[config.mk]
export PLATFORM = sky130hd
export DESIGN_NAME = source_text_tokenizer_core
export DESIGN_NICKNAME = d
export VERILOG_FILES = /design/src/stt_pkg.sv /design/src/stt_lexer.sv /design/src/stt_out_queue.sv /design/src/source_text_tokenizer_core.sv
export VERILOG_INCLUDE_DIRS = /design/src /design/src/src
export SDC_FILE = /design/constraint.sdc
export NUM_CORES = 1
export LEC_CHECK = 0
export ABC_AREA = 1
export ABC_CLOCK_PERIOD_IN_PS = 6200
export BUFFER_PORTS_ARGS = -buffer_cell sky130_fd_sc_hd__clkbuf_2
export CAP_MARGIN = 30
export CORE_ASPECT_RATIO = 1.5
export CORE_MARGIN = 5
export CORE_UTILIZATION = 50
export CTS_BUF_LIST = sky130_fd_sc_hd__clkbuf_2 sky130_fd_sc_hd__clkbuf_4 sky130_fd_sc_hd__clkbuf_8
export CTS_CLUSTER_DIAMETER = 40
export CTS_CLUSTER_SIZE = 40
export DETAILED_ROUTE_END_ITERATION = 10
export PLACE_DENSITY = 0.77
export SYNTH_ARGS = -nofsm -noshare
export SYNTH_HDL_FRONTEND = slang
export SYNTH_HIERARCHICAL = 1
export SYNTH_SLANG_ARGS = --single-unit
[constraint.sdc]
create_clock -name clk -period 6.2 [get_ports clk]
set_input_delay 0.31 -clock clk [delete_from_list [all_inputs] [get_ports clk]]
set_output_delay 0.31 -clock clk [all_outputs]
set_load 0.02 [all_outputs]
[src/assert_macros.svh]
// Assertion helpers shared by the tokenizer modules.
// Each macro expects clk and rst_n to be visible in the module that uses it.
`ifndef ASSERT_MACROS_SVH
`define ASSERT_MACROS_SVH

// Consequent must hold in the same cycle as the antecedent.
`define ASSERT_NOW(lbl, ante, cons) \
    lbl: assert property (@(posedge clk) disable iff (!rst_n) (ante) |-> (cons)) \
        else $error("tokenizer assertion failed");

// Consequent must hold in the cycle after the antecedent.
`define ASSERT_NEXT(lbl, ante, cons) \
    lbl: assert property (@(posedge clk) disable iff (!rst_n) (ante) |=> (cons)) \
        else $error("tokenizer assertion failed");

`endif

[src/stt_pkg.sv]
`default_nettype none

package stt_pkg;

    // Most result items one text byte can cause.
    localparam int MAX_RES    = 3;
    localparam int RES_IDX_W  = $clog2(MAX_RES + 1);

    // Result queue sizing.
    localparam int Q_DEPTH    = 8;
    localparam int Q_PTR_W    = $clog2(Q_DEPTH);
    localparam int Q_CNT_W    = $clog2(Q_DEPTH + 1);
    localparam logic [Q_CNT_W-1:0] Q_LIMIT = Q_CNT_W'(Q_DEPTH - MAX_RES);
    localparam logic [Q_CNT_W-1:0] Q_FULL  = Q_CNT_W'(Q_DEPTH);

    // Token classes.
    localparam logic [1:0] CLS_IDEN = 2'd0;
    localparam logic [1:0] CLS_NUM  = 2'd1;
    localparam logic [1:0] CLS_STR  = 2'd2;

    // Event codes.
    localparam logic [1:0] EV_NONE     = 2'd0;
    localparam logic [1:0] EV_UNKNOWN  = 2'd1;
    localparam logic [1:0] EV_STR_OPEN = 2'd2;

    // Characters with a special meaning to the scanner.
    localparam logic [7:0] CH_NUL    = 8'h00;
    localparam logic [7:0] CH_SOH    = 8'h01;
    localparam logic [7:0] CH_ENQ    = 8'h05;
    localparam logic [7:0] CH_TAB    = 8'h09;
    localparam logic [7:0] CH_LF     = 8'h0A;
    localparam logic [7:0] CH_CR     = 8'h0D;
    localparam logic [7:0] CH_SPACE  = 8'h20;
    localparam logic [7:0] CH_QUOTE  = 8'h22;
    localparam logic [7:0] CH_STAR   = 8'h2A;
    localparam logic [7:0] CH_DOT    = 8'h2E;
    localparam logic [7:0] CH_SLASH  = 8'h2F;
    localparam logic [7:0] CH_ZERO   = 8'h30;
    localparam logic [7:0] CH_NINE   = 8'h39;
    localparam logic [7:0] CH_UP_A   = 8'h41;
    localparam logic [7:0] CH_UP_Z   = 8'h5A;
    localparam logic [7:0] CH_BSLASH = 8'h5C;
    localparam logic [7:0] CH_UNDER  = 8'h5F;
    localparam logic [7:0] CH_LO_A   = 8'h61;
    localparam logic [7:0] CH_LO_Z   = 8'h7A;

    // One result item.
    typedef struct packed {
        logic [1:0] token_class;
        logic [7:0] out_byte;
        logic       carries_byte;
        logic       token_first;
        logic       token_close;
        logic [1:0] event_code;
        logic       run_last;
    } result_t;

    // Results of one text byte, handed from the scanner to the queue.
    typedef struct packed {
        logic [RES_IDX_W-1:0]        cnt;
        result_t [MAX_RES-1:0]       res;
    } lex_out_t;

    function automatic logic is_digit(input logic [7:0] b);
        return (b >= CH_ZERO) && (b <= CH_NINE);
    endfunction

    function automatic logic is_id_start(input logic [7:0] b);
        return ((b >= CH_LO_A) && (b <= CH_LO_Z)) ||
               ((b >= CH_UP_A) && (b <= CH_UP_Z)) || (b == CH_UNDER);
    endfunction

    function automatic logic is_space(input logic [7:0] b);
        return (b == CH_SPACE) || (b == CH_TAB) || (b == CH_SOH) ||
               (b == CH_ENQ) || (b == CH_LF) || (b == CH_CR);
    endfunction

endpackage

`default_nettype wire

[src/stt_lexer.sv]
`default_nettype none

module stt_lexer (
    input  wire logic             clk,
    input  wire logic             rst_n,
    input  wire logic             in_fire,
    input  wire logic [7:0]       text_byte,
    input  wire logic             final_byte,
    output stt_pkg::lex_out_t     lex
);
    import stt_pkg::*;

    `include "assert_macros.svh"

    typedef enum logic [2:0] {
        MODE_IDLE  = 3'd0,
        MODE_IDEN  = 3'd1,
        MODE_NUM   = 3'd2,
        MODE_STR   = 3'd3,
        MODE_SLASH = 3'd4,
        MODE_LINE  = 3'd5,
        MODE_BLOCK = 3'd6
    } mode_t;

    // Outcome of a byte seen between tokens.
    typedef struct packed {
        mode_t   mode;
        logic    emits;
        logic    clr_bslash;
        logic    empty;
        result_t res;
    } idle_t;

    mode_t mode_reg, mode_next;
    logic  bslash_reg, bslash_next;
    logic  star_reg, star_next;
    logic  empty_reg, empty_next;

    function automatic result_t mk_res(input logic [1:0] cls, input logic [7:0] b,
                                       input logic carries, input logic first,
                                       input logic close, input logic [1:0] ev);
        result_t r;
        r.token_class  = cls;
        r.out_byte     = b;
        r.carries_byte = carries;
        r.token_first  = first;
        r.token_close  = close;
        r.event_code   = ev;
        r.run_last     = 1'b0;
        return r;
    endfunction

    // Classify a byte that arrives while no token is open.
    function automatic idle_t idle_step(input logic [7:0] b);
        idle_t s;
        s.mode       = MODE_IDLE;
        s.emits      = 1'b0;
        s.clr_bslash = 1'b0;
        s.empty      = 1'b1;
        s.res        = mk_res(CLS_IDEN, b, 1'b0, 1'b0, 1'b0, EV_UNKNOWN);
        if (b == CH_QUOTE) begin
            s.mode       = MODE_STR;
            s.clr_bslash = 1'b1;
        end else if (b == CH_SLASH) begin
            s.mode = MODE_SLASH;
        end else if (is_space(b)) begin
            s.mode = MODE_IDLE;
        end else if (is_digit(b)) begin
            s.mode  = MODE_NUM;
            s.emits = 1'b1;
            s.empty = 1'b0;
            s.res   = mk_res(CLS_NUM, b, 1'b1, 1'b1, 1'b0, EV_NONE);
        end else if (is_id_start(b)) begin
            s.mode  = MODE_IDEN;
            s.emits = 1'b1;
            s.empty = 1'b0;
            s.res   = mk_res(CLS_IDEN, b, 1'b1, 1'b1, 1'b0, EV_NONE);
        end else begin
            s.emits = 1'b1;
        end
        return s;
    endfunction

    // Next scanner state and the results of the current byte.
    always_comb
    begin
        idle_t                idl;
        logic [RES_IDX_W-1:0] n;
        result_t [MAX_RES-1:0] res;

        idl         = idle_step(text_byte);
        n           = '0;
        res         = '0;
        mode_next   = mode_reg;
        bslash_next = bslash_reg;
        star_next   = star_reg;
        empty_next  = empty_reg;

        unique case (mode_reg)
            MODE_IDEN, MODE_NUM:
            begin
                if ((mode_reg == MODE_IDEN &&
                     (is_id_start(text_byte) || is_digit(text_byte))) ||
                    (mode_reg == MODE_NUM &&
                     (is_digit(text_byte) || text_byte == CH_DOT))) begin
                    res[n] = mk_res((mode_reg == MODE_IDEN) ? CLS_IDEN : CLS_NUM,
                                    text_byte, 1'b1, empty_reg, 1'b0, EV_NONE);
                    n          = n + 1'b1;
                    empty_next = 1'b0;
                end else begin
                    res[n] = mk_res((mode_reg == MODE_IDEN) ? CLS_IDEN : CLS_NUM,
                                    CH_NUL, 1'b0, empty_reg, 1'b1, EV_NONE);
                    n = n + 1'b1;
                    if (idl.emits) begin
                        res[n] = idl.res;
                        n      = n + 1'b1;
                    end
                    mode_next  = idl.mode;
                    empty_next = idl.empty;
                    if (idl.clr_bslash) begin
                        bslash_next = 1'b0;
                    end
                end
            end
            MODE_STR:
            begin
                if (text_byte == CH_QUOTE && !bslash_reg) begin
                    res[n]     = mk_res(CLS_STR, CH_NUL, 1'b0, empty_reg, 1'b1, EV_NONE);
                    n          = n + 1'b1;
                    empty_next = 1'b1;
                    mode_next  = MODE_IDLE;
                end else if (text_byte == CH_NUL) begin
                    res[n]     = mk_res(CLS_STR, CH_NUL, 1'b0, empty_reg, 1'b1,
                                        EV_STR_OPEN);
                    n          = n + 1'b1;
                    empty_next = 1'b1;
                    mode_next  = MODE_IDLE;
                end else begin
                    res[n]      = mk_res(CLS_STR, text_byte, 1'b1, empty_reg, 1'b0, EV_NONE);
                    n           = n + 1'b1;
                    empty_next  = 1'b0;
                    bslash_next = (text_byte == CH_BSLASH);
                end
            end
            MODE_SLASH:
            begin
                if (text_byte == CH_SLASH) begin
                    mode_next = MODE_LINE;
                end else if (text_byte == CH_STAR) begin
                    mode_next = MODE_BLOCK;
                    star_next = 1'b0;
                end else begin
                    // The held slash had no comment after it.
                    res[n] = mk_res(CLS_IDEN, CH_SLASH, 1'b0, 1'b0, 1'b0, EV_UNKNOWN);
                    n      = n + 1'b1;
                    if (idl.emits) begin
                        res[n] = idl.res;
                        n      = n + 1'b1;
                    end
                    mode_next  = idl.mode;
                    empty_next = idl.empty;
                    if (idl.clr_bslash) begin
                        bslash_next = 1'b0;
                    end
                end
            end
            MODE_LINE:
            begin
                if (text_byte == CH_LF || text_byte == CH_CR) begin
                    mode_next = MODE_IDLE;
                end
            end
            MODE_BLOCK:
            begin
                if (star_reg && text_byte == CH_SLASH) begin
                    mode_next = MODE_IDLE;
                end else begin
                    star_next = (text_byte == CH_STAR);
                end
            end
            default:
            begin
                if (idl.emits) begin
                    res[n] = idl.res;
                    n      = n + 1'b1;
                end
                mode_next  = idl.mode;
                empty_next = idl.empty;
                if (idl.clr_bslash) begin
                    bslash_next = 1'b0;
                end
            end
        endcase

        // End of text closes whatever is still open.
        if (final_byte) begin
            priority if (mode_next == MODE_IDEN) begin
                res[n] = mk_res(CLS_IDEN, CH_NUL, 1'b0, empty_next, 1'b1, EV_NONE);
                n      = n + 1'b1;
            end else if (mode_next == MODE_NUM) begin
                res[n] = mk_res(CLS_NUM, CH_NUL, 1'b0, empty_next, 1'b1, EV_NONE);
                n      = n + 1'b1;
            end else if (mode_next == MODE_STR) begin
                res[n] = mk_res(CLS_STR, CH_NUL, 1'b0, empty_next, 1'b1, EV_STR_OPEN);
                n      = n + 1'b1;
            end else if (mode_next == MODE_SLASH) begin
                res[n] = mk_res(CLS_IDEN, CH_SLASH, 1'b0, 1'b0, 1'b0, EV_UNKNOWN);
                n      = n + 1'b1;
            end else begin
                n = n;
            end
            mode_next   = MODE_IDLE;
            bslash_next = 1'b0;
            star_next   = 1'b0;
            empty_next  = 1'b1;
        end

        // Mark the last result of this byte.
        if (n != '0) begin
            res[n - 1'b1].run_last = 1'b1;
        end

        lex.cnt = n;
        lex.res = res;
    end

    // Scanner state advances once per accepted item.
    always_ff @(posedge clk or negedge rst_n)
    begin
        if (!rst_n) begin
            mode_reg   <= MODE_IDLE;
            bslash_reg <= 1'b0;
            star_reg   <= 1'b0;
            empty_reg  <= 1'b1;
        end else if (in_fire) begin
            mode_reg   <= mode_next;
            bslash_reg <= bslash_next;
            star_reg   <= star_next;
            empty_reg  <= empty_next;
        end
    end

    `ASSERT_NEXT(a_final_returns_idle, in_fire && final_byte,
                 mode_reg == MODE_IDLE && empty_reg && !star_reg)
    `ASSERT_NOW(a_open_token_has_bytes, mode_reg == MODE_IDEN || mode_reg == MODE_NUM,
                !empty_reg)

endmodule

`default_nettype wire

[src/stt_out_queue.sv]
`default_nettype none

module stt_out_queue (
    input  wire logic               clk,
    input  wire logic               rst_n,
    input  wire logic [stt_pkg::RES_IDX_W-1:0] push_cnt,
    input  stt_pkg::result_t [stt_pkg::MAX_RES-1:0] push_res,
    output logic                    has_room,
    output logic                    head_valid,
    input  wire logic               head_pop,
    output stt_pkg::result_t        head_res
);
    import stt_pkg::*;

    `include "assert_macros.svh"

    result_t              mem [Q_DEPTH];
    logic [Q_PTR_W-1:0]   head_reg, head_next;
    logic [Q_PTR_W-1:0]   tail_reg, tail_next;
    logic [Q_CNT_W-1:0]   count_reg, count_next;
    logic                 pop;

    // Room for the largest burst one item can cause.
    assign has_room   = (count_reg <= Q_LIMIT);
    assign head_valid = (count_reg != '0);
    assign head_res   = mem[head_reg];
    assign pop        = head_valid && head_pop;

    assign tail_next  = tail_reg + Q_PTR_W'(push_cnt);
    assign head_next  = head_reg + Q_PTR_W'(pop);
    assign count_next = count_reg + Q_CNT_W'(push_cnt) - Q_CNT_W'(pop);

    // Result storage: up to MAX_RES entries written per cycle.
    always_ff @(posedge clk)
    begin
        for (int i = 0; i < MAX_RES; i++) begin
            if (RES_IDX_W'(i) < push_cnt) begin
                mem[tail_reg + Q_PTR_W'(i)] <= push_res[i];
            end
        end
    end

    // Pointers and fill count.
    always_ff @(posedge clk or negedge rst_n)
    begin
        if (!rst_n) begin
            head_reg  <= '0;
            tail_reg  <= '0;
            count_reg <= '0;
        end else begin
            head_reg  <= head_next;
            tail_reg  <= tail_next;
            count_reg <= count_next;
        end
    end

    `ASSERT_NOW(a_count_bound, 1'b1, count_reg <= Q_FULL)
    `ASSERT_NEXT(a_push_not_empty, push_cnt != '0, count_reg != '0)

endmodule

`default_nettype wire

[src/source_text_tokenizer_core.sv]
`default_nettype none

// Byte-stream tokenizer. Accepts one text byte per cycle while the queue has
// room and emits the identifier, number and string-content bytes it finds,
// with separate close items, plus events for unknown bytes and unterminated
// strings; whitespace and comments produce nothing. Each accepted item is
// classified in the same cycle and its zero to three result items land in
// an eight-entry result queue, so with an empty queue the first result is
// offered the cycle after acceptance. The queue drains one result per cycle
// while out_ready is high: input runs at one item per cycle while items
// average at most one result, and otherwise the output side sets the
// sustained rate. An item is taken only when the queue has three free entries.
module source_text_tokenizer_core (
    input  wire logic       clk,
    input  wire logic       rst_n,
    input  wire logic       in_valid,
    output logic            in_ready,
    input  wire logic [7:0] text_byte,
    input  wire logic       final_byte,
    output logic            out_valid,
    input  wire logic       out_ready,
    output logic [1:0]      token_class,
    output logic [7:0]      out_byte,
    output logic            carries_byte,
    output logic            token_first,
    output logic            token_close,
    output logic [1:0]      event_code,
    output logic            run_last
);
    import stt_pkg::*;

    logic                  in_fire;
    logic                  has_room;
    lex_out_t              lex;
    logic [RES_IDX_W-1:0]  push_cnt;
    result_t               head_res;

    assign in_ready = has_room;
    assign in_fire  = in_valid && has_room;
    assign push_cnt = in_fire ? lex.cnt : '0;

    // Character classification and scanner state.
    stt_lexer u_lexer (
        .clk        (clk),
        .rst_n      (rst_n),
        .in_fire    (in_fire),
        .text_byte  (text_byte),
        .final_byte (final_byte),
        .lex        (lex)
    );

    // Result queue between the scanner and the output port.
    stt_out_queue u_queue (
        .clk        (clk),
        .rst_n      (rst_n),
        .push_cnt   (push_cnt),
        .push_res   (lex.res),
        .has_room   (has_room),
        .head_valid (out_valid),
        .head_pop   (out_ready),
        .head_res   (head_res)
    );

    assign token_class  = head_res.token_class;
    assign out_byte     = head_res.out_byte;
    assign carries_byte = head_res.carries_byte;
    assign token_first  = head_res.token_first;
    assign token_close  = head_res.token_close;
    assign event_code   = head_res.event_code;
    assign run_last     = head_res.run_last;

endmodule

`default_nettype wire
# Word level (Yosys, flattened, before mapping)

Memories as Yosys holds them, arrays and structs flattened.
Index checks and enable logic that the tools add are counted.

Word-level logic and storage cells: 179
Memories: 1
Input bits: 13
Memory bits (writable): 128
Output and inout port bits: 18
Bits in registers: 16

Memory list:

| memory      | words | bits a word | read ports | clocked after Yosys merged registers in | wr ports | RTL line            | RTL |
|---|---|---|---|---|---|---|---|
| u_queue.mem | 8     | 16          | 1          | 0                                       | 3        | stt_out_queue.sv:17 | `result_t mem [Q_DEPTH];` |

Bitwise operators: 3
Muxes and demuxes: 85
Equality and inequality tests: 30
Order comparisons: 14
Add/sub/neg operators: 8
Reduce and logical (&&, ||, !) cells: 31

Operators with widths:

| operator                                             | count |
|---|---|
| 2-to-1 mux 48 bit                                    | 6 |
| bitwise mux 48 bit                                   | 4 |
| 2-to-1 mux 17 bit                                    | 5 |
| demux 16 bit (select 2 bit)                          | 2 |
| 2-to-1 mux 16 bit                                    | 4 |
| 2-to-1 mux 32 bit                                    | 2 |
| one-hot mux 16 bit (4 select lines)                  | 1 |
| == test 8 x 6 -> 1 bit (second input constant)       | 5 |
| 2-to-1 mux 3 bit                                     | 12 |
| one-hot mux 16 bit (2 select lines)                  | 1 |
| 2-to-1 mux 1 bit                                     | 31 |
| AND 20 x 30 -> 30 bit                                | 1 |
| inverter 30 bit                                      | 1 |
| 2-to-1 mux 14 bit                                    | 2 |
| == test 8 x 4 -> 1 bit (second input constant)       | 3 |
| 2-to-1 mux 2 bit                                     | 10 |
| != test 3 bit (second input constant)                | 6 |
| bitwise OR 12 x 18 -> 18 bit                         | 1 |
| == test 8 x 7 -> 1 bit (second input constant)       | 2 |
| >= comparator 8 x 7 -> 1 bit (second input constant) | 2 |
| <= comparator 8 x 7 -> 1 bit (second input constant) | 2 |
| one-hot mux 3 bit (5 select lines)                   | 1 |
| == test 3 x 2 -> 1 bit (second input constant)       | 4 |
| == test 3 bit (second input constant)                | 4 |
| 33 further kinds                                     | 59 |

# Logic depth before layout (Yosys ltp)

Depth in word-level cells: 26
Depth in mapped cells: 25
Depth with buffers taken out: 25

# Modules after synthesis

The synthesis kept the hierarchy.

By module, submodules not included:

| module                     | times used | area an instance (um2) | cells each |
|---|---|---|---|
| stt_out_queue              | 1          | 9525.4                 | 1260 |
| stt_lexer                  | 1          | 1754.2                 | 309 |
| source_text_tokenizer_core | 1          | 22.5                   | 6 |

# Least setup slack after synthesis

Ideal clock, no wire load.

Path type: register to register
Start: register u_lexer.mode_reg[1]
End: memory u_queue/mem[5][0] (netlist bit), enable pin
Arrival: 3158 ps
Setup time: 375 ps
Stages on the path, launching flop included: 19
Period minus slack after synthesis: 3533 ps
Path slack: 2667 ps
Cell sequence: dfrtp_1 -> inv_1 -> a21oi_1 -> nor2_1 -> inv_2 -> nor2_1 -> inv_1 -> nand2_1 -> clkinv_1 -> ha_1 -> nand2_1 -> nand2_1 -> inv_1 -> nor2_1 -> nand2_1 -> clkinv_2 -> nand4_2 -> buf_2 -> nand3_1

RTL lines:

| item                   | RTL line            | RTL |
|---|---|---|
| start, declared        | stt_lexer.sv:34     | `mode_t mode_reg, mode_next;` |
| start signal, assigned | stt_lexer.sv:236    | `mode_reg <= mode_next;` |
| end, declared          | stt_out_queue.sv:17 |  |

==> flow_metrics.tcl <==
set metrics [dict create \
    status "complete, no violations" \
    die_h_um 194 \
    timing.final.ws_setup_ps 1350 \
    antenna_found_initial 0 \
    cp-startpoint "u_lexer/mode_reg[1]$_DFFE_PN0P_" \
    synth_cell_type_count 55 \
    tightest_slew_ps 1050 \
    syn_inst 1575 \
    synth_area_leaders "edfxtp_1 34%, nand2_1 17%, nand3_1 7.6%, nand4_1 7.5%, o21ai_0 4.7%" \
    grt_usage_pct 29.8 \
    setup_viol_count_final 0 \
    drc 0 \
    peakVddDrop_mv 0.342 \
    layout-drive-gt1-share_pct 11.5 \
    routed_wl_mm 38.8 \
    largest_reg_flops 128 \
    pwr_density_cell_nw_per_um2 654 \
    cts_buffers 17 \
    clock_path_buffers 2 \
    synth_top_area_cell "edfxtp_1" \
    worstSetupStartpointType "flip-flop" \
    drv_cap 0 \
    dr.pass1.iters 6 \
    detail-route-antenna-nets 0 \
    layout_common_cells "510 x nand2_1, 171 x nand3_1, 136 x nand4_1, 128 x edfxtp_1, 124 x nor2_1" \
    die_area_um2 25800 \
    syn_to_final_growth_pct 3.87 \
    clkSinkCount 144 \
    hold_viol 0 \
    cts_tree "done" \
    hp-start "out_ready" \
    yosys_warnings 6 \
    dp_hpwl_mm 26.8 \
    hold_depth 3 \
    clk_pin_slew_ps 80 \
    grt_pass1_wl_mm 59.8 \
    finalNetCount 1551 \
    critPathMaxFanout 35 \
    reg2reg_from "u_lexer/mode_reg[1]$_DFFE_PN0P_" \
    start_util_pct 50.7 \
    layout_commonest_cell "nand2_1" \
    rsz0062_at_grt "no" \
    report.final.slew_viol_count 0 \
    rows 67 \
    ys_seq_area_share_pct 37.6 \
    hold_class "in2reg" \
    drtIter0Drc 1441 \
    arrival_ps 4960 \
    diodes 0 \
    clock_skew_ps 17.2 \
    synthesis.area_um2 11300 \
    gp_congestion 1.02 \
    slew_headroom_pct 29.9 \
    required_ps 6300 \
    cp-end-kind "flip-flop" \
    reg2regPathDepth 17 \
    clk-insertion-delay-late_ps 490 \
    avgViaCountPerCell 6.18 \
    h-tree-depth 4 \
    grt_pass1_vias 10500 \
    fp.dieW_um 133 \
    cts-root-buf "clkbuf_8" \
    cellLeakagePower_uw 0.00543 \
    globalRouteOverflowTotal 0 \
    post_cts_buffers 0 \
    fill_cells 2167 \
    io_pins 31 \
    dp_slack_ps 1440 \
    min_period_ps 4850 \
    critPathKind "reg2reg" \
    core_area_um2 22300 \
    vias 11200 \
    period_share_pct 78.3 \
    timing.fmax_mhz 206 \
    wl_per_cell_um 21.5 \
    synth_seq_cells 144 \
    yosysTopAreaCellShare_pct 34.0 \
    grt_max_degree 66 \
    fin_setup_tns_ps 0 \
    io_buffers 30 \
    avgSynthCellArea_um2 7.18 \
]
-- critical path, stage by stage, from the launching register on --
cell and delay (ps):
dfrtp_1 420, inv_1 170, a21oi_1 100, nor2_1 430, inv_2 220, nor2_1 180, inv_1 70, nand2_1 140
clkinv_1 140, ha_1 320, nand2_1 50, nand2_1 90, inv_1 50, nor2_1 200, inv_1 190, nor2_8 490
nand3_2 420, nand3_1 780
-- cells by family (layout without fill, tap and decap cells) --
family,count (synthesis),in the layout,share of synthesized area (%)
simple gates,1017,1017,42.4
buf+inv,242,199,10.6
compound gates,151,151,7.16
flops,144,144,37.6
fa+ha+maj,16,16,1.90
xor+xnor,4,4,0.310
other cells,1,4,0.0332
-- what timing repair did --
action / CTS / global route
resized for setup: 0 / 0
endpoints found under the hold margin: 15 / 0
hold buffers: 1 / 0
-- synthesized netlist by cell type, drive strengths merged --
master,instances
a211oi,1
a21boi,4
a21o,1
a21oi,10
a31oi,1
a32oi,2
and2,1
buf,107
clkbuf,17
clkinv,6
conb,1
dfrtp,15
dfstp,1
edfxtp,128
fa,2
ha,14
inv,112
nand2,540
nand3,191
nand4,138
nor2,136
nor3,7
nor3b,1
nor4,1
o21a,1
o21ai,123
o21bai,1
o22ai,5
o2bb2ai,1
o41ai,1
or2,2
xnor2,2
xor2,2
-- routing by layer --
layer / vias to the layer above / GRT usage (%) / share of wire [%]
li1: 5195 / - / -
met5: - / 0 / 0
met4: 0 / 22.0 / 8.7
met2: 736 / 48.6 / 47
met3: 205 / 6.13 / 9.8
met1: 5048 / 34.5 / 35
-- worst paths after layout --
path                       slack, ps                             to
max                             1350    u_queue/mem[7][2]$_DFFE_PP_
min                              250  u_queue/head_reg[0]$_DFF_PN0_
max reg2reg                     1350    u_queue/mem[7][2]$_DFFE_PP_
min reg2reg                      530   u_lexer/star_reg$_DFFE_PN0P_
max in group asynchronous       5600  u_lexer/empty_reg$_DFFE_PN1P_
min in group asynchronous        270  u_queue/tail_reg[1]$_DFF_PN0_
-- final cells by class --
type / instances / area (µm²) / share of cell area, %
clock buffer: 18 / 241 / 2.06
clock inverter: 14 / 259 / 2.21
inverter: 118 / 464 / 3.95
multi-input combinational: 1192 / 5870 / 50.0
sequential: 144 / 4250 / 36.2
tap: 276 / 345 / 2.94
timing repair buffer: 49 / 308 / 2.62
-- per-stage QoR --
step	power, µW	hold slack (ps)	instances	cell area (µm²)	util [%]
after CTS	7510	213	1811	11700	52.6
after floorplan	5210	14.4	1578	11300	-
after global placement	6480	257	1777	11200	50.3
after detailed placement	6540	261	1778	11200	50.4
final	7670	253	1811	11700	52.6
after global routing	8170	272	1811	11700	52.6
-- where the power goes --
part	internal (µW)	switching [µW]	total, µW
registers	1570	158	1730
logic	1250	3740	4990
clock network	565	385	951
No activity file was read; power rests on OpenSTA's default activity.
